[config.mk]
export PLATFORM = sky130hd
export DESIGN_NAME = lhp_alu
export DESIGN_NICKNAME = d
export VERILOG_FILES = /design/src/sv/lhp_pkg.sv /design/src/sv/lhp_alu.sv
export SDC_FILE = /design/constraint.sdc
export NUM_CORES = 2
export LEC_CHECK = 0
export BUFFER_PORTS_ARGS = -buffer_cell sky130_fd_sc_hd__buf_2
export CAP_MARGIN = 25
export CORE_UTILIZATION = 50
export DETAILED_ROUTE_END_ITERATION = 12
export PLACE_DENSITY_LB_ADDON = 0.05
export SLEW_MARGIN = 25
export SYNTH_ARGS = -nofsm -noshare
export SYNTH_HDL_FRONTEND = slang
export SYNTH_SLANG_ARGS = --single-unit
[constraint.sdc]
create_clock -name vclk -period 6.1
set_input_delay 0.305 -clock vclk [all_inputs]
set_output_delay 0.305 -clock vclk [all_outputs]
set_load 0.01 [all_outputs]
[src/sv/lhp_pkg.sv]
package lhp_pkg;

	// default number of the top bucket (samples of this bit length and above)
	localparam int unsigned TOP_BUCKET_DEF = 32;

	// fixed-point one for the fraction field
	localparam logic [16:0] FRAC_ONE = 17'h10000;

	// request codes
	localparam logic REQ_ADD   = 1'b0;
	localparam logic REQ_QUERY = 1'b1;

	// bit length of a 64-bit value, 0 to 64
	localparam int unsigned LEN_W = 7;

	// multiplier operand and product widths
	localparam int unsigned FRAC_W = 17;
	localparam int unsigned HALF_W = 32;
	localparam int unsigned PROD_W = FRAC_W + HALF_W;

	typedef struct packed {
		logic        req_type;
		logic [63:0] sample;
		logic [16:0] fraction;
	} req_t;

	typedef struct packed {
		logic [63:0] percentile_value;
		logic [63:0] total_count;
		logic [63:0] max_seen;
	} rsp_t;

	typedef enum logic [3:0] {
		ST_IDLE,
		ST_CNT,
		ST_MAX,
		ST_BLEN,
		ST_BRD,
		ST_BINC,
		ST_QCHK,
		ST_MHI,
		ST_MLO,
		ST_TGT,
		ST_SRD,
		ST_SACC
	} state_t;

endpackage

[src/sv/lhp_alu.sv]
module lhp_alu (
	input  logic [63:0]                  a,
	input  logic [63:0]                  b,
	input  logic [63:0]                  c,
	input  logic [lhp_pkg::FRAC_W-1:0]   mul_f,
	input  logic [lhp_pkg::HALF_W-1:0]   mul_c,
	output logic [63:0]                  sum,
	output logic                         gt,
	output logic [lhp_pkg::PROD_W-1:0]   prod
);
	import lhp_pkg::*;

	// shared adder with compare of its sum against a third operand
	assign sum = a + b;
	assign gt  = sum > c;

	// shared narrow multiplier, fraction times one count half
	assign prod = PROD_W'(mul_f) * PROD_W'(mul_c);

endmodule

==> metrics.csv <==
metric;value;unit
status;complete, but fails checks;
violations;negative setup slack;
io_pins;355;
initial_core_util;50.7;%
syn_to_final_growth;26.6;%
layout_commonest_cell;inv_1;
synth_top_area_share;40.2;%
fmax;154;MHz
ant_nets;0;
diodes;0;
synth_top_area_cell;fa_1;
maxCapViolations;0;
grt_pass1_vias;21300;
die_w;214;um
vias;20600;
grt_pass1_wl;108000;um
crit_path_end_kind;output pin;
synth_cells;2763;
drc;0;
grt_overflow;0;
hold_viol;0;
wire_per_inst;18.0;um
dieHeight;214;um
fin_util;64.2;%
period_share;107;%
avgSynthCellArea;8.11;um^2
n_clock_buffer;0;
setup_viol;20;
dpl.hpwl;57900;um
slew_headroom;51.2;%
drtIter0Drc;1152;
min_path_type;input port to output pin;
path_class;input port to output pin;
first_pass_iters;5;
final_nets;4225;
place_congestion;0.955;
rows;77;
required;5.79;ns
yosys_warnings;0;
ys_seq_area_share;0;%
arrival;6.21;ns
syn-cell-area;22400;um^2
startpoint_type;input port;
dieArea;45700;um^2
cp_common_cell;fa_1;
path_max_fanout;5;
flops_and_latches;0;
mostFrequentLayoutCells;inv_1, fa_1, nand2_1;
yosysUniqueCellTypes;66;
grt_max_degree;27;
vias_per_cell;5.32;
synth.area.top_cells;fa_1, ha_1, inv_1;
rsz0062_at_grt;yes;
worstMarginPinSlew;0.725;ns
drive_above_1_share;24.8;%
fillCellCount;3895;
slew_violations;0;
period_needed;6.51;ns
track_usage;29.9;%
multi_input_area;20600;um^2
slowest_stage;fa_1;
syn-num-nets;3704;
antenna_found_initial;1;
core-area;44200;um^2
cp_slowest_stage_delay;0.57;ns
seq_area;0;um^2
pre_cts_slack;-0.674;ns
numPortBuffers;355;
cp_cell_sequence;buf_12 -> buf_16 -> and2_4 -> fa_1 -> inv_2 -> fa_1 -> inv_2 -> fa_1 -> fa_1 -> fa_1 -> inv_2 -> fa_1 -> inv_2 -> ha_4 -> buf_6 -> and2_4 -> a41o_1 -> a31o_4 -> nand4b_1 -> nor2_4 -> o211ai_1 -> a21oi_1 -> xor2_1 -> buf_2;
hold_ws;1.01;ns
layout_setup_ws;-0.415;ns
tns;-3.71;ns
routed_wl;69800;um
==> Yosys cell counts (all sizes together), types with 3 or more instances <==
master and number:
o21a 5, or3 7, o221ai 3, a21oi 141
nand2b 9, a221oi 3, o211ai 9, nor3 12
nand3 16, xor2 43, or2 3, a31o 5
o31ai 4, inv 616, nor4 5, a41oi 4
a31oi 12, fa 450, clkbuf 112, nor2 58
o21ai 78, and3 8, and2 222, o21bai 32
nand2 406, a211oi 12, nor2b 13, ha 250
a21o 82, nand4 43, xnor2 64, and4 3
o31a 3
==> layer usage <==
metal | part of all wire (%) | global-route usage [%] | up-vias
met5 | 0.014 | 0 | -
met4 | 2.8 | 6.28 | 2
met3 | 5.9 | 2.69 | 115
met2 | 52 | 55.5 | 623
met1 | 40 | 37.6 | 10300
li1 | - | - | 9578
==> worst paths after layout <==
path | from | endpoint | slack [ns] | cells after the start
min | b[0] | sum[0] | 1.01 | 3
max | mul_f[11] | prod[45] | -0.41 | 24
==> cell type report <==
type / instances / share of cell area [%]
timing repair buffer: 631 / 16.8
inverter: 616 / 8.15
tap: 592 / 2.61
multi-input combinational: 2035 / 72.5
==> cell families (layout without fill, tap and decap cells) <==
kind of cell    Yosys count  in the layout  share of synthesized area, %
xor+xnor                107            107                          4.18
simple gates            811            811                          17.4
compound gates          417            417                          12.0
buf+inv                 728           1247                          12.2
fa+ha+maj               700            700                          54.2
==> worst max-delay path: cells and delay by family <==
family / cells / cell delay (ns)
compound gates: 4 / 0.72
simple gates: 4 / 0.78
fa+ha+maj: 7 / 3.48
xor+xnor: 1 / 0.17
buf+inv: 8 / 0.74
==> metrics by stage <==
| stage | cell area [um^2] | std cells |
|---|---|---|
| floorplan | 22600 | 2763 |
| finish | 28400 | 3874 |
| global route | 28400 | 3874 |
| detailed placement | 26500 | 3840 |
| CTS | 27400 | 3853 |
| global placement | 26500 | 3840 |
==> timing repair <==
item | 4_1_cts | 5_1_grt
cloned | 8 | 9
buffers inserted | 7 | 15
endpoints found under the setup margin | 31 | 31
pin swaps | 77 | 109
hold buffers | 0 | 0
gates resized for setup | 158 | 185
Power is not shown: default switching activity piles up to over one toggle a cycle in this logic, so the estimate is an artifact.
