### config.mk
export PLATFORM = sky130hd
export DESIGN_NAME = lhp_bank
export DESIGN_NICKNAME = d
export VERILOG_FILES = /design/src/sv/lhp_bank.sv
export SDC_FILE = /design/constraint.sdc
export NUM_CORES = 2
export LEC_CHECK = 0
export BUFFER_PORTS_ARGS = -buffer_cell sky130_fd_sc_hd__buf_2
export CAP_MARGIN = 20
export CORE_UTILIZATION = 51
export DETAILED_ROUTE_END_ITERATION = 16
export HOLD_SLACK_MARGIN = 0.06
export PLACE_DENSITY = 0.65
export REMOVE_ABC_BUFFERS = 1
export SLEW_MARGIN = 20
export SYNTH_ARGS = -nofsm -noshare
export SYNTH_HDL_FRONTEND = slang
export SYNTH_SLANG_ARGS = --single-unit
### constraint.sdc
create_clock -name clk -period 1.89 [get_ports clk]
set_input_delay 0.189 -clock clk [delete_from_list [all_inputs] [get_ports clk]]
set_output_delay 0.189 -clock clk [all_outputs]
set_load 0.02 [all_outputs]
### src/sv/lhp_bank.sv
module lhp_bank #(
	parameter int unsigned DEPTH = 33,
	parameter int unsigned IW    = $clog2(DEPTH)
) (
	input  logic          clk,
	input  logic          arst_n,
	input  logic [IW-1:0] raddr,
	output logic [63:0]   rdata,
	input  logic          we,
	input  logic [IW-1:0] waddr,
	input  logic [63:0]   wdata
);

	logic [63:0]      mem [DEPTH];
	logic [DEPTH-1:0] vld_q;
	logic [63:0]      rdata_q;
	logic             rvld_q;

	// bucket storage, registered read
	always_ff @(posedge clk) begin
		if (we) begin
			mem[waddr] <= wdata;
		end
		rdata_q <= mem[raddr];
	end

	// valid bits stand in for clearing the store
	always_ff @(posedge clk or negedge arst_n) begin
		if (!arst_n) begin
			vld_q  <= '0;
			rvld_q <= 1'b0;
		end else begin
			if (we) begin
				vld_q[waddr] <= 1'b1;
			end
			rvld_q <= vld_q[raddr];
		end
	end

	// an unwritten bucket reads as zero
	assign rdata = rvld_q ? rdata_q : 64'd0;

endmodule
==> impl_metrics.tcl <==
set metrics [dict create \
    startpoint_type "register" \
    period_minus_slack_ns 2.203 \
    vias 45940 \
    final.setup_skew_ns 0.04453 \
    drcViolationCount 0 \
    cts_tree "yes" \
    min_period_over_period_pct 116.6 \
    syn_area_mm2 0.08536 \
    tns_ns -17.84 \
    fill_cells 11500 \
    final_cell_count_no_fill 7372 \
    clock-sinks 2210 \
    fmax_mhz 453.9 \
    rows 149 \
    grt_setup_unrepaired "true" \
    numCtsBuffers 215 \
    antenna_found_initial 10 \
    initial_core_util_pct 51.56 \
    multi_input_area_mm2 0.01867 \
    reg2reg_to "rdata_q[37]" \
    core_area_mm2 0.1655 \
    yosysTopAreaCell "edfxtp_1" \
    synth_area_per_cell_um2 19.75 \
    crit_fanout 8 \
    final-setup-viol-count 64 \
    die_h_um 411.1 \
    fin_nets 5071 \
    max_cap_viol_count 0 \
    power_density_mw_per_mm2 1007 \
    gr-usage-met2_pct 43.09 \
    synth_edf_count 2112 \
    via_per_inst 6.232 \
    yosys_register_bits 2210 \
    worstSetupPathType "reg -> out" \
    antenna_left 0 \
    cts_max_path_buffers 3 \
    htree_levels 4 \
    synth-warning-count 0 \
    synth_async_sr_flop_share_pct 1.538 \
    dp_hpwl_um 136900 \
    area_delta_synth_final_pct 20.29 \
    synth_cell_type_count 46 \
    violations "negative setup slack" \
    fin_util_pct 62.02 \
    grtUsageTotal_pct 27.38 \
    overflow 0 \
    endpoint "rdata[34]" \
    drt_iter0_markers 5602 \
    hold_violations 0 \
    ys_seq_area_share_pct 76.80 \
    relSlewSlack_pct 48.95 \
    clk_latency_ns 0.87 \
    crit_required_ns 1.70 \
    slew_violations 0 \
    synth_area_leaders "edfxtp_1 74%, mux4_2 8.6%, mux2i_1 3.2%" \
    drt_first_pass_iters 5 \
    die_area_mm2 0.1690 \
    peakVddDrop_uv 846.9 \
    gp_congestion 0.8030 \
    status "finished, violations left" \
    syn_inst 4321 \
    netlist_top_cells_count "2112 x edfxtp_1, 325 x mux4_2, 269 x mux2i_1" \
    port_buffers 142 \
    placed_area_mm2 0.09444 \
    total_power_mw 103.4 \
    worst_ep_arrival_time_ns 2.01 \
    use_met3_pct 5.547 \
    yosysTopAreaCellShare_pct 74.30 \
    startpoint "rvld_q" \
    post_drt_wl_per_cell_um 31.25 \
    regArea_mm2 0.06556 \
    cts.reportedPaths.clkPinSlew_ns 0.06 \
    power_leakage_nw 34.20 \
    fin_ws_ns -0.3130 \
    pin_count 143 \
    worst_pin_slew_ns 0.7465 \
    hp-class "in -> reg" \
    drive_gt1_share_pct 29.43 \
    grt_pass1_wl_um 326800 \
    place_inst 6882 \
    grt_max_degree 45 \
    die_x_um 411.1 \
    gr-usage-met1_pct 39.07 \
    grt_busiest_layer "met2" \
    worst-r2r-setup-slack_ns 0.20 \
    worstSetupEndpointType "primary output" \
    r2r_start "mem[23][37]" \
    ys.flop_type "edfxtp_1" \
    drt_wl_total_um 230400 \
    hold_slack_ns 0.1197 \
    yosysMostFrequentCell "edfxtp_1" \
    r2r_cells 5 \
    grt_pass1_vias 45200 \
    cts-root-buf "clkbuf_16" \
    place_ws_ns -0.3686 \
    fin_area_mm2 0.1027 \
]
[final cells by class]
type,count,share of cell area [%]
clock inverter,121,1.150
timing repair buffer,720,8.415
sequential,2210,63.85
clock buffer,285,5.702
inverter,5,0.02803
multi-input combinational,1840,18.19
tap,2189,2.667
antenna,2,0.004874
[layer usage]
| layer | wire length (um) | part of all wire, % |
|---|---|---|
| met1 | 92540 | 40 |
| met2 | 109400 | 47 |
| met3 | 22200 | 9.6 |
| met4 | 6202 | 2.7 |
| met5 | 82 | 0.036 |
[state kept, by name, summed over array words and instances (netlist names)]
name,count
vld_q,33
rvld_q,1
rdata_q,64
mem,2112
[worst min-delay path by stage]
stage	start	to	slack [ns]	depth (start not counted)
after floorplan	arst_n	rvld_q	-0.11	0
after global placement	arst_n	vld_q[14]	0.23	1
after detailed placement	arst_n	vld_q[14]	0.24	1
after CTS	waddr[3]	mem[0][40]	0.06	6
after global routing	waddr[3]	mem[0][40]	0.11	6
final	waddr[4]	mem[30][40]	0.12	5
[worst max-delay path, cell delays in order (launching register included)]
cell and delay [ns]:
dfrtp_4 0.51, buf_12 0.17, buf_12 0.16, and2_4 0.14, buf_6 0.12
[logic make-up after synthesis]
family | Yosys count | share of synthesized area (%)
AO/OA/AOI/OAI | 581 | 5.018
multiplexers | 723 | 13.43
flip-flops | 2210 | 76.80
AND/OR/NAND/NOR | 536 | 2.986
buffers and inverters | 271 | 1.768
[cells in the final DEF, fill, tap and decap left out, types with 6 or more instances in the layout]
cell and instances:
a211oi_1 61, o21ai_0 64, a22o_1 61, nor3_1 61, clkinv_2 42, a221oi_1 6, and2_4 34, buf_6 34
clkbuf_8 19, nor2_1 127, inv_6 7, bufinv_16 16, a21boi_0 60, mux2i_1 269, or2_2 33, clkbuf_16 216
dlygate4sd3_1 73, dfxtp_1 64, o31ai_1 61, mux2_2 129, o32a_1 61, dfrtp_1 33, clkinv_1 44, nor2_4 34
clkbuf_1 50, nand2_1 130, mux4_2 325, and2_1 31, buf_2 99, nor2b_1 65, a21oi_1 65, nand3_1 7
a2111oi_0 60, edfxtp_1 2112, o22ai_1 61, buf_12 249, buf_4 259
[power by group]
group / internal [mW] / switching (mW) / total, mW
clock network: 24.0 / 18.4 / 42.5
registers: 54.2 / 0.290 / 54.5
logic: 2.82 / 3.62 / 6.45
[timing repair]
item | in CTS | in global routing
gates resized for setup | 87 | 28
setup buffers | 7 | 1
pin swaps | 0 | 2
cloned | 1 | 0
endpoints found under the hold margin | 2179 | 0
hold buffers | 74 | 0
setup endpoints to repair | 64 | 65
Note: power is estimated with default switching activity, not from simulation.
