**src/sv/lhp_pkg.sv**
```systemverilog
package lhp_pkg;

	// default number of the top bucket (samples of this bit length and above)
	localparam int unsigned TOP_BUCKET_DEF = 32;

	// fixed-point one for the fraction field
	localparam logic [16:0] FRAC_ONE = 17'h10000;

	// request codes
	localparam logic REQ_ADD   = 1'b0;
	localparam logic REQ_QUERY = 1'b1;

	// bit length of a 64-bit value, 0 to 64
	localparam int unsigned LEN_W = 7;

	// multiplier operand and product widths
	localparam int unsigned FRAC_W = 17;
	localparam int unsigned HALF_W = 32;
	localparam int unsigned PROD_W = FRAC_W + HALF_W;

	typedef struct packed {
		logic        req_type;
		logic [63:0] sample;
		logic [16:0] fraction;
	} req_t;

	typedef struct packed {
		logic [63:0] percentile_value;
		logic [63:0] total_count;
		logic [63:0] max_seen;
	} rsp_t;

	typedef enum logic [3:0] {
		ST_IDLE,
		ST_CNT,
		ST_MAX,
		ST_BLEN,
		ST_BRD,
		ST_BINC,
		ST_QCHK,
		ST_MHI,
		ST_MLO,
		ST_TGT,
		ST_SRD,
		ST_SACC
	} state_t;

endpackage

```
**src/sv/lhp_blen.sv**
```systemverilog
module lhp_blen (
	input  logic                        clk,
	input  logic                        arst_n,
	input  logic                        load,
	input  logic [63:0]                 value,
	output logic                        done,
	output logic [lhp_pkg::LEN_W-1:0]   len
);
	import lhp_pkg::*;

	localparam int unsigned STEPS = 6;
	localparam logic [2:0]  LAST  = 3'(STEPS - 1);

	logic [63:0]      v_q;
	logic [LEN_W-1:0] n_q;
	logic [2:0]       step_q;
	logic             run_q;
	logic             done_q;

	logic [LEN_W-1:0] half;
	logic [63:0]      upper;

	// binary search step: halve the window each cycle
	assign half  = LEN_W'(32) >> step_q;
	assign upper = v_q >> half;

	always_ff @(posedge clk or negedge arst_n) begin
		if (!arst_n) begin
			run_q  <= 1'b0;
			done_q <= 1'b0;
			step_q <= '0;
		end else if (load) begin
			run_q  <= 1'b1;
			done_q <= 1'b0;
			step_q <= '0;
		end else if (run_q) begin
			step_q <= step_q + 3'd1;
			if (step_q == LAST) begin
				run_q  <= 1'b0;
				done_q <= 1'b1;
			end
		end
	end

	// search datapath
	always_ff @(posedge clk) begin
		if (load) begin
			v_q <= value;
			n_q <= '0;
		end else if (run_q && upper != 64'd0) begin
			v_q <= upper;
			n_q <= n_q + half;
		end
	end

	// residue is 0 or 1 once the search ends
	assign len  = n_q + LEN_W'(v_q[0]);
	assign done = done_q;

endmodule

```
**config.mk**
```make
export PLATFORM = sky130hd
export DESIGN_NAME = lhp_blen
export DESIGN_NICKNAME = d
export VERILOG_FILES = /design/src/sv/lhp_pkg.sv /design/src/sv/lhp_blen.sv
export SDC_FILE = /design/constraint.sdc
export NUM_CORES = 1
export LEC_CHECK = 0
export ABC_AREA = 1
export BUFFER_PORTS_ARGS = -buffer_cell sky130_fd_sc_hd__buf_2
export CAP_MARGIN = 20
export CELL_PAD_IN_SITES_DETAIL_PLACEMENT = 0
export CELL_PAD_IN_SITES_GLOBAL_PLACEMENT = 1
export CORE_AREA = 2 2 211 109
export CTS_CLUSTER_SIZE = 25
export DETAILED_ROUTE_END_ITERATION = 12
export DIE_AREA = 0 0 213 111
export PLACE_DENSITY = 0.85
export SYNTH_ARGS = -nofsm -noshare
export SYNTH_HDL_FRONTEND = slang
export SYNTH_SLANG_ARGS = --single-unit
```
**constraint.sdc**
```tcl
create_clock -name clk -period 3.9 [get_ports clk]
set_input_delay 0.39 -clock clk [delete_from_list [all_inputs] [get_ports clk]]
set_output_delay 0.39 -clock clk [all_outputs]
set_load 0.005 [all_outputs]
```
==> results.toml, run 1 <==
[status]
status = "finished, final reports clean"

[setup_path]
timing.critical_path.to_type = "flip-flop"
r2r-start = "step_q[1]$_DFFE_PN0P_"
crit_chain = "inv_1, ha_1, nand2_8, buf_12, nand2_1, nand2_1, nand2_1, nand3_1, nand3_1, nand2_1, nand2_1, nand3_1, nand2_1, nor2_1, nand3_1, nor2_1, nand3_2, nand2_1, nand2_2, buf_4"
crit_family = "simple AND/OR/NAND/NOR gates"
critPathBufInv = 3
r2r_cells = 20
cp_common_cell = "nand2_1"
reg2reg_to = "v_q[62]$_DFFE_PP_"
crit_slowest_cell = "dfrtp_1"
r2r_slack_ns = 0.15
cp-start-kind = "flip-flop"
critPathMaxFanout = 30
path_class = "reg2reg"
cp.required_ns = 3.92
cp.arrival_ns = 3.77
cp_slowest_stage_delay_ns = 0.40

[sta]
tightest_slew_ns = 0.845
slew_headroom_pct = 43.7
period_share_pct = 96.2
setup_viol = 0
period_needed_ns = 3.75
drv_slew = 0
finalHoldViolCount = 0
skew_ns = 0.0115
setup_tns_ns = 0
fmax_ghz = 0.267

[layout]
layout-drive-gt1-share_pct = 10.0
area_delta_synth_final_pct = 9.86
nFillCells = 2465
num-nets-final = 1500
seqCellArea_um2 = 2190
final_cells = 1734
multiInputGateArea_um2 = 5410
final_util_pct = 41.7

[logic_synthesis]
synth-seq-cells = 76
syn_area_per_cell_um2 = 5.95
synth_nets = 1490
syn-cell-area_um2 = 8390
synth.area.top_cells = "nand3_1, nand2_1, edfxtp_1"
yosysTopAreaCellShare_pct = 26.1
synthCells = 1411
seq_area_frac_synth_pct = 26.1
yosysUniqueCellTypes = 35
synth_top_area_cell = "nand3_1"
synth_warnings = 0

[place]
numPortBuffers = 74
placedCellCount = 1716
dpl.hpwl_um = 30800
gp_congestion = 1.00

[drt]
antenna_left = 0
dr.pass1.iters = 5
drc = 0
totalWireLength_um = 39900
drt_iter0_markers = 1461
detail_route.vias_per_cell = 5.89
route.met3.wl_um = 8250
routed.top_layer = "met5"
vias = 10214
wire_per_inst_um = 23.0
wl_met2_um = 12200
drt-met1-wl_um = 19000

[clock_tree]
cts_tree = "done"
cts.path.max_buffers = 2
clk_latency_ns = 0.37
cts_buffers = 9
cts-root-buf = "clkbuf_16"
cts.htree.levels = 3
clk_pin_slew_ns = 0.07
clock_sinks = 76
cts_setup_buffers = 0

[worst_hold_path]
min_from = "value[49]"
min_to = "v_q[49]$_DFFE_PP_"
hp-class = "in2reg"
hold_depth = 3

[job]
drv_cap = 0

[floorplanning]
dieWidth_um = 213
start_util_pct = 38.0
die_area_um2 = 23600
pin_count = 75
core_region_area_um2 = 22100
die_h_um = 111
row_count = 39

[grt]
track_usage_pct = 34.1
grt_antenna_before_repair = 1
grt_pass1_wl_um = 58300
grt_pass1_vias = 8993
grt_max_degree = 105
grt-ovfl-total = 0

[power_and_ir_drop]
power.density_nw_per_um2 = 487
ir_drop_uv = 274
p_leak_nw = 4.51
[power breakdown]
part / total [W] / leakage [nW] / switching (W) / internal [W]
clock network: 0.000941 / 0.155 / 0.000387 / 0.000554
registers: 0.00128 / 0.827 / 0.000229 / 0.00105
logic: 0.00227 / 3.53 / 0.00163 / 0.000640
total: 0.00449 / 4.51 / 0.00225 / 0.00225
[placed cells by master (no fill, tap or decap), types with 10 or more instances in the layout]
cell / Yosys / final
nand2_1: 519 / 517
nand3_1: 437 / 437
buf_2: 34 / 74
o21ai_0: 72 / 71
edfxtp_1: 64 / 64
inv_1: 59 / 59
nor2_1: 46 / 46
buf_4: 6 / 19
nand4_1: 17 / 17
nand3_2: 11 / 11
a21oi_1: 11 / 11
ha_1: 12 / 11
a31oi_1: 10 / 10
clkbuf_16: 0 / 10
[synth_stat cells (all sizes together)]
master  instances
dfrtp           5
or2             1
clkbuf         34
a21oi          11
clkinv          4
edfxtp         64
a31oi          10
buf            69
inv            63
nand4          17
o21bai          1
dfxtp           7
o21a            1
o31ai           1
o21ai          79
xor2            3
nand3         448
xnor2           6
o22ai           1
nor2           48
o211ai          5
ha             12
nand2         521
[logic make-up (layout without fill, tap and decap cells)]
logic type	Yosys count	after routing	share of synthesized area, %
flops	76	76	26.1
fa+ha+maj	12	12	1.79
buf+inv	170	185	9.74
other cells	0	1	0
simple gates	1035	1035	54.4
xor+xnor	9	9	0.940
compound gates	109	109	7.04
[metal layers]
metal / global-route usage, % / vias up
li1: - / 4792
met1: 54.9 / 4692
met2: 34.7 / 704
met3: 22.7 / 22
met4: 3.59 / 4
met5: 3.45 / -
[worst register-to-register path, stage by stage, from the launching register on]
cell and delay [ns]:
dfrtp_1 0.40, inv_1 0.10, ha_1 0.36, nand2_8 0.19
buf_12 0.22, nand2_1 0.15, nand2_1 0.07, nand2_1 0.05
nand3_1 0.09, nand3_1 0.16, nand2_1 0.08, nand2_1 0.25
nand3_1 0.28, nand2_1 0.14, nor2_1 0.05, nand3_1 0.11
nor2_1 0.07, nand3_2 0.08, nand2_1 0.06, nand2_2 0.11
buf_4 0.37
[worst max-delay path by stage]
| stage | from | to | slack [ns] | cells past startpoint |
|---|---|---|---|---|
| final | step_q[1]$_DFFE_PN0P_ | v_q[62]$_DFFE_PP_ | 0.15 | 20 |
| after global routing | step_q[1]$_DFFE_PN0P_ | v_q[35]$_DFFE_PP_ | -0.03 | 21 |
| after CTS | step_q[1]$_DFFE_PN0P_ | v_q[60]$_DFFE_PP_ | 0.30 | 17 |
| after detailed placement | step_q[1]$_DFFE_PN0P_ | v_q[59]$_DFFE_PP_ | 0.32 | 17 |
| after global placement | step_q[1]$_DFFE_PN0P_ | v_q[59]$_DFFE_PP_ | 0.29 | 17 |
| after floorplan | step_q[2]$_DFFE_PN0P_ | v_q[0]$_DFFE_PP_ | 0.40 | 18 |
[through the flow]
| stage | area [um2] | total power, W | hold WS [ns] | setup slack [ns] |
|---|---|---|---|---|
| after floorplan | 8390 | 0.00257 | 0.0944 | 0.405 |
| after global placement | 8870 | 0.00341 | 0.226 | 0.293 |
| after detailed placement | 8870 | 0.00339 | 0.230 | 0.320 |
| after CTS | 9200 | 0.00432 | 0.302 | 0.296 |
| after global routing | 9210 | 0.00470 | 0.316 | -0.0338 |
| final | 9220 | 0.00449 | 0.306 | 0.149 |
[registers in the layout (all words and copies together), names as in the netlist]
name / cells
v_q: 64
n_q: 7
step_q: 3
done: 1
run_q: 1
[what timing repair did]
action	in CTS	in global routing
hold buffers	1	0
setup endpoints to repair	0	50
hold endpoints to repair	5	0
gates resized for setup	0	6
[area by class of cell]
| type | instances | share of cell area [%] |
|---|---|---|
| multi-input combinational | 1165 | 58.7 |
| inverter | 67 | 2.77 |
| timing repair buffer | 102 | 7.22 |
| clock inverter | 3 | 0.475 |
| tap | 307 | 4.17 |
| clock buffer | 13 | 2.95 |
| sequential | 76 | 23.7 |
| antenna | 1 | 0.0272 |
Power figures use the tool's default switching activity.
==> run 2: changes to the inputs <==
--- a/config.mk
+++ b/config.mk
@@ -10,11 +10,12 @@
 export CAP_MARGIN = 20
 export CELL_PAD_IN_SITES_DETAIL_PLACEMENT = 0
 export CELL_PAD_IN_SITES_GLOBAL_PLACEMENT = 1
-export CORE_AREA = 2 2 211 109
+export CORE_AREA = 3 3 212 110
 export CTS_CLUSTER_SIZE = 25
 export DETAILED_ROUTE_END_ITERATION = 12
-export DIE_AREA = 0 0 213 111
+export DIE_AREA = 0 0 215 113
 export PLACE_DENSITY = 0.85
+export REMOVE_ABC_BUFFERS = 1
 export SYNTH_ARGS = -nofsm -noshare
 export SYNTH_HDL_FRONTEND = slang
 export SYNTH_SLANG_ARGS = --single-unit
==> run 2 against run 1 <==
Global-route usage fell by 6.1 points. Clock power fell by 12%. Die area rose by 2.8%. Cell count fell by 0.52%. Hold slack barely moved. Sequential power fell by 11%. Sequential cell count did not move. Wire length fell by 13%. Critical endpoint is now v_q[48]$_DFFE_PP_.
==> results.toml, run 2 (synthesis results as in run 1) <==
[place]
numPortBuffers = 74
gp_congestion = 0.984
placedCellCount = 1708
placed_area_um2 = 8930
dpl.hpwl_um = 25500

[layout]
largestRegisters = "v_q x64, n_q x7, step_q x3"
seqCellArea_um2 = 2190
final_cells = 1725
multiInputGateArea_um2 = 5400
top_register = "v_q"
antennaDiodeCount = 0
fin_area_um2 = 9230
final_common_cell = "nand2_1"
nFillCells = 2369
layout-drive-gt1-share_pct = 10.2
largest_register_ffs = 64
final_cell_mix = "nand2_1, nand3_1, buf_2, o21ai_0, edfxtp_1"
num-nets-final = 1499
area_delta_synth_final_pct = 10.1

[setup_path]
critPathBufInv = 5
critPathMaxFanout = 70
cp.required_ns = 3.97
cp-start-kind = "flip-flop"
crit_chain = "inv_1, ha_1, nand2_2, clkinv_2, buf_12, nand3_1, nand2_1, nand2_1, nand2_1, nand2_1, nand2_1, nand2_1, nand3_1, nand2_1, inv_1, nand2_1, nor2_1, nand2_1, nor2_1, nand3_2, nand2_1, nand2_2, buf_6"
cp_common_cell = "nand2_1"
path_class = "reg2reg"
timing.critical_path.to_type = "flip-flop"
cp_slowest_stage_delay_ns = 0.41
crit_family = "simple AND/OR/NAND/NOR gates"
crit_slowest_cell = "dfrtp_1"
cp.arrival_ns = 3.70

[floorplanning]
die_area_um2 = 24300
pin_count = 75
dieWidth_um = 215
die_h_um = 113
core_region_area_um2 = 21500
row_count = 38
start_util_pct = 39.0

[clock_tree]
cts_tree = "done"
cts.path.max_buffers = 2
cts-root-buf = "clkbuf_16"
clk_pin_slew_ns = 0.06
cts_buffers = 9
cts.htree.levels = 3
clk_latency_ns = 0.36
cts_setup_buffers = 0
clock_sinks = 76

[sta]
fmax_ghz = 0.275
skew_ns = 0.00704
period_needed_ns = 3.63
finalHoldViolCount = 0
rsz0062_at_grt = "false"
tightest_slew_ns = 0.902
whs_ns = 0.306
setup_viol = 0
period_share_pct = 93.1
drv_slew = 0
slew_headroom_pct = 39.9

[grt]
grt-ovfl-total = 0
grt_antenna_before_repair = 0
grt_max_degree = 108
grt_pass1_wl_um = 52400
track_usage_pct = 28.0
grt_pass1_vias = 8851

[power_and_ir_drop]
comb_power_share_pct = 52.6
p_leak_nw = 4.54
finalPower_w = 0.00416
power.density_nw_per_um2 = 450
power_frac_clock_pct = 19.9
p_int_w = 0.00216
p_switching_w = 0.00199
swShare_pct = 47.9
ir_drop_uv = 227
pwr-share-seq_pct = 27.5

[drt]
drc = 0
detail_route.vias_per_cell = 5.75
dr.pass1.iters = 6
vias = 9913
antenna_left = 0
totalWireLength_um = 34500
wire_per_inst_um = 20.0
drt_iter0_markers = 1250

[status]
status = "finished, final reports clean"

[worst_hold_path]
hp-class = "in2reg"

[job]
drv_cap = 0
## run 2: changes by cell type in the layout (fill, tap and decap cells not counted), sizes merged
cell      change
inv           +1
clkinv        +2
bufinv        -1
diode         -1
clkinvlp      +1
clkbuf        -3
buf           -1
## run 2: final cells by class
type                    count  share of cell area, %
clock buffers              10                   2.59
clock inverters             6                  0.501
inverters                  67                   2.79
multi-input cells        1165                   58.5
flip-flops and latches     76                   23.7
well taps                 300                   4.07
repair buffers            101                   7.90
## run 2: layer usage
layer  global-route usage [%]  share of wire [%]
met1                     40.8                 46
met4                     6.29                1.9
met5                        0                  0
met2                     41.7                 42
met3                     7.38                9.5
## run 2: path summary, 6_finish.rpt
check / cells after the start / start / to / slack [ns]
worst max-delay path: 23 / step_q[0]$_DFFE_PN0P_ / v_q[48]$_DFFE_PP_ / 0.27
worst min-delay path: 3 / value[34] / v_q[34]$_DFFE_PP_ / 0.31
worst max register to register: 23 / step_q[0]$_DFFE_PN0P_ / v_q[48]$_DFFE_PP_ / 0.27
worst min register to register: 1 / done$_DFFE_PN0P_ / done$_DFFE_PN0P_ / 0.50
max in group asynchronous: 2 / arst_n / run_q$_DFF_PN0_ / 3.38
min in group asynchronous: 2 / arst_n / done$_DFFE_PN0P_ / 0.38
## run 2: what timing repair did
action / in CTS / in global routing
endpoints found under the hold margin: 5 / 0
setup endpoints to repair: 0 / 64
gates resized for setup: 0 / 3
hold buffers: 1 / 0
## run 2: worst reg2reg max path, stage by stage (launching register included)
cell	delay (ns)
dfrtp_1	0.41
inv_1	0.13
ha_1	0.21
nand2_2	0.10
clkinv_2	0.08
buf_12	0.29
nand3_1	0.25
nand2_1	0.12
nand2_1	0.05
nand2_1	0.10
nand2_1	0.14
nand2_1	0.11
nand2_1	0.07
nand3_1	0.16
nand2_1	0.07
inv_1	0.05
nand2_1	0.05
nor2_1	0.16
nand2_1	0.08
nor2_1	0.17
nand3_2	0.10
nand2_1	0.09
nand2_2	0.08
buf_6	0.24
## run 2: through the flow
step | setup TNS [ns] | setup WS [ns] | util (%)
after floorplan | -277.02 | -3.18 | -
after global placement | 0 | 0.229 | 41.5
after detailed placement | 0 | 0.216 | 41.5
after CTS | 0 | 0.197 | 42.8
after global routing | 0 | 0.0162 | 42.9
final | 0 | 0.270 | 42.9
## run 2: power by group through the flow
stage,Clock (W),Combinational [W],Sequential [W]
final,0.000827,0.00219,0.00114
after global routing,0.000879,0.00241,0.00116
after CTS,0.000847,0.00214,0.00114
after detailed placement,0,0.00213,0.00116
after global placement,0,0.00213,0.00116
after floorplan,0,0.00136,0.00113
==> run 3: changes to the inputs <==
--- a/config.mk
+++ b/config.mk
@@ -5,16 +5,16 @@
 export SDC_FILE = /design/constraint.sdc
 export NUM_CORES = 1
 export LEC_CHECK = 0
-export ABC_AREA = 1
+export ABC_AREA = 0
 export BUFFER_PORTS_ARGS = -buffer_cell sky130_fd_sc_hd__buf_2
 export CAP_MARGIN = 20
 export CELL_PAD_IN_SITES_DETAIL_PLACEMENT = 0
 export CELL_PAD_IN_SITES_GLOBAL_PLACEMENT = 1
-export CORE_AREA = 3 3 212 110
+export CORE_AREA = 2 2 219 113
 export CTS_CLUSTER_SIZE = 25
 export DETAILED_ROUTE_END_ITERATION = 12
-export DIE_AREA = 0 0 215 113
-export PLACE_DENSITY = 0.85
+export DIE_AREA = 0 0 221 115
+export PLACE_DENSITY = 0.81
 export REMOVE_ABC_BUFFERS = 1
 export SYNTH_ARGS = -nofsm -noshare
 export SYNTH_HDL_FRONTEND = slang
==> run 3 against run 2 <==
The run now ends with negative setup slack left. Critical endpoint is now v_q[15]$_DFFE_PP_. Non-clock buffer count grew 413. First-iteration DRC count grew 110%. Core utilization grew 20 points. Critical path depth shrank 5. Highest routed layer is now met5. Synthesized area grew 11%.
==> results.toml, run 3 <==
[place]
gp_congestion = 1.06
numPortBuffers = 74
placed_area_um2 = 12500
dpl.hpwl_um = 44500

[logic_synthesis]
synthAdderAreaFrac_pct = 1.72
synth_warnings = 0
synth_edf_count = 64
syn_area_per_cell_um2 = 8.36
synth_top_family_by_area = "compound AO/OA/AOI/OAI gates"
yosysUniqueCellTypes = 93
synth.area.top_cells = "edfxtp_1, mux2_2, o21ai_0"
syn-cell-area_um2 = 9310
synth_commonest_cells = "nand2_1, nor2_1, o21ai_0"
synth-seq-cells = 76
seq_area_frac_synth_pct = 23.5
post_synth_xor_area_fraction_pct = 1.03
synthArstFlopShare_pct = 6.58
yosys.area_share.simple_pct = 20.9
synthCells = 1114
yosysMostFrequentCell = "nand2_1"
dominantRegCellSynth = "edfxtp_1"
synth_top_area_cell = "edfxtp_1"
synthMuxAreaShare_pct = 14.2
yosysTopAreaCellShare_pct = 20.6
synth_compound_area_share_pct = 31.3

[floorplanning]
row_count = 40
pin_count = 75
die_h_um = 115
dieWidth_um = 221
core_region_area_um2 = 23600
die_area_um2 = 25400
start_util_pct = 39.5

[layout]
fin_area_um2 = 14700
layout-drive-gt1-share_pct = 49.4
largestRegisters = "v_q x64, n_q x7, step_q x3"
area_delta_synth_final_pct = 57.9
top_register = "v_q"
final_cell_mix = "buf_4, nand2_1, nor2_1, buf_2"
largest_register_ffs = 64
num-nets-final = 1615
final_common_cell = "buf_4"
nFillCells = 2018

[drt]
drt_iter0_markers = 2623
totalWireLength_um = 60300
drc = 0
antenna_left = 0
detail_route.vias_per_cell = 6.85
wire_per_inst_um = 32.4
dr.pass1.iters = 7
vias = 12729

[setup_path]
r2r_cells = 18
endpoint = "v_q[15]$_DFFE_PP_"
critPathMaxFanout = 16
r2r_slack_ns = -0.38
timing.critical_path.to_type = "flip-flop"
reg2reg_to = "v_q[15]$_DFFE_PP_"
cp.arrival_ns = 4.41
r2r-start = "step_q[1]$_DFFE_PN0P_"
cp.required_ns = 4.03
path_class = "reg2reg"
cp-start-kind = "flip-flop"
crit_start = "step_q[1]$_DFFE_PN0P_"

[grt]
grt_antenna_before_repair = 1
grt_pass1_vias = 11465
grt_max_degree = 65
track_usage_pct = 44.0
grt-ovfl-total = 0
grt_pass1_wl_um = 80500

[sta]
tightest_slew_ns = 0.827
fin_ws_ns = -0.378
period_share_pct = 110
skew_ns = 0.0121
rsz0062_at_grt = "true"
whs_ns = 0.289
setup_tns_ns = -24.56
fmax_ghz = 0.234
setup_viol = 71
finalHoldViolCount = 0
slew_headroom_pct = 44.9
drv_slew = 0
period_needed_ns = 4.28

[clock_tree]
cts.htree.levels = 3
clk_latency_ns = 0.38
clk_pin_slew_ns = 0.07
cts_tree = "done"
cts-root-buf = "clkbuf_16"
cts_buffers = 9
clock_sinks = 76
cts.path.max_buffers = 2

[status]
status = "complete, but fails checks"
violations = "negative setup slack"

[power_and_ir_drop]
ir_drop_uv = 304
swShare_pct = 47.1
power_frac_clock_pct = 10.8
comb_power_share_pct = 72.2
p_switching_w = 0.00410
p_leak_nw = 6.39
p_int_w = 0.00460
pwr-share-seq_pct = 17.1
power.density_nw_per_um2 = 592

[worst_hold_path]
hp-class = "in2reg"

[job]
drv_cap = 0
## run 3: logic make-up (layout without fill, tap and decap cells)
kind of cell | after synthesis | after routing
XOR/XNOR | 11 | 11
buffers and inverters | 129 | 556
adder cells (fa/ha/maj) | 13 | 13
multiplexers | 108 | 108
AND/OR/NAND/NOR | 368 | 368
flip-flops | 76 | 76
other | 0 | 2
AO/OA/AOI/OAI | 409 | 409
## run 3: critical path: stages (launching register included)
cell and delay (ns):
dfrtp_1 0.39, inv_2 0.07, buf_6 0.09, ha_4 0.16, buf_12 0.17, clkbuf_16 0.16, mux2_2 0.37, o21ai_1 0.21
o22ai_1 0.13, buf_4 0.19, mux2_4 0.33, a32oi_1 0.20, o21ai_1 0.18, nor4b_4 0.34, buf_4 0.16, and4_4 0.24
nand3_2 0.06, a21o_4 0.34, buf_12 0.20
## run 3: worst min path at each step
stage | from | slack [ns] | end | cells past startpoint
after floorplan | arst_n | 0.09 | done$_DFFE_PN0P_ | 0
after global placement | arst_n | 0.23 | done$_DFFE_PN0P_ | 1
after detailed placement | arst_n | 0.23 | done$_DFFE_PN0P_ | 1
after CTS | value[50] | 0.28 | v_q[50]$_DFFE_PP_ | 3
after global routing | value[45] | 0.31 | v_q[45]$_DFFE_PP_ | 3
final | value[45] | 0.29 | v_q[45]$_DFFE_PP_ | 3
## run 3: stage by stage
step	setup WS, ns	instances	utilization (%)	power, W
after floorplan	-4.05	1011	-	0.00346
after global placement	-0.591	1765	53.2	0.00648
after detailed placement	-0.611	1765	53.2	0.00646
after CTS	-0.196	1832	58.8	0.00795
after global routing	-0.475	1856	62.4	0.00883
final	-0.378	1858	62.4	0.00871
## run 3: per-layer routing
metal	GRT usage, %	wire, um
met3	21.3	11300
met4	8.99	1550
met2	55.5	21400
met1	65.5	25900
met5	0	79
## run 3: area by class of cell
class	instances	area [um2]	area share [%]
Multi-Input combinational cell	909	7340	49.9
Timing Repair Buffer	514	4370	29.7
Sequential cell	76	2190	14.9
Tap cell	315	394	2.68
Clock buffer	9	225	1.53
Inverter	26	98.8	0.672
Clock inverter	7	91.3	0.621
Antenna cell	2	5.00	0.0340
## run 3: power by group through the flow
stage               Sequential (W)  Combinational [W]  Clock [W]
floorplan                  0.00132            0.00214          0
global placement           0.00143            0.00505          0
detailed placement         0.00143            0.00503          0
CTS                        0.00143            0.00558   0.000942
global route               0.00148            0.00638   0.000969
finish                     0.00149            0.00628   0.000938
## run 3: repair_timing
item | in CTS | in global routing
setup buffers | 46 | 26
hold buffers | 1 | 0
pin swaps | 27 | 23
hold endpoints to repair | 5 | 0
resized for setup | 120 | 105
setup endpoints to repair | 71 | 73
gates cloned | 4 | 9
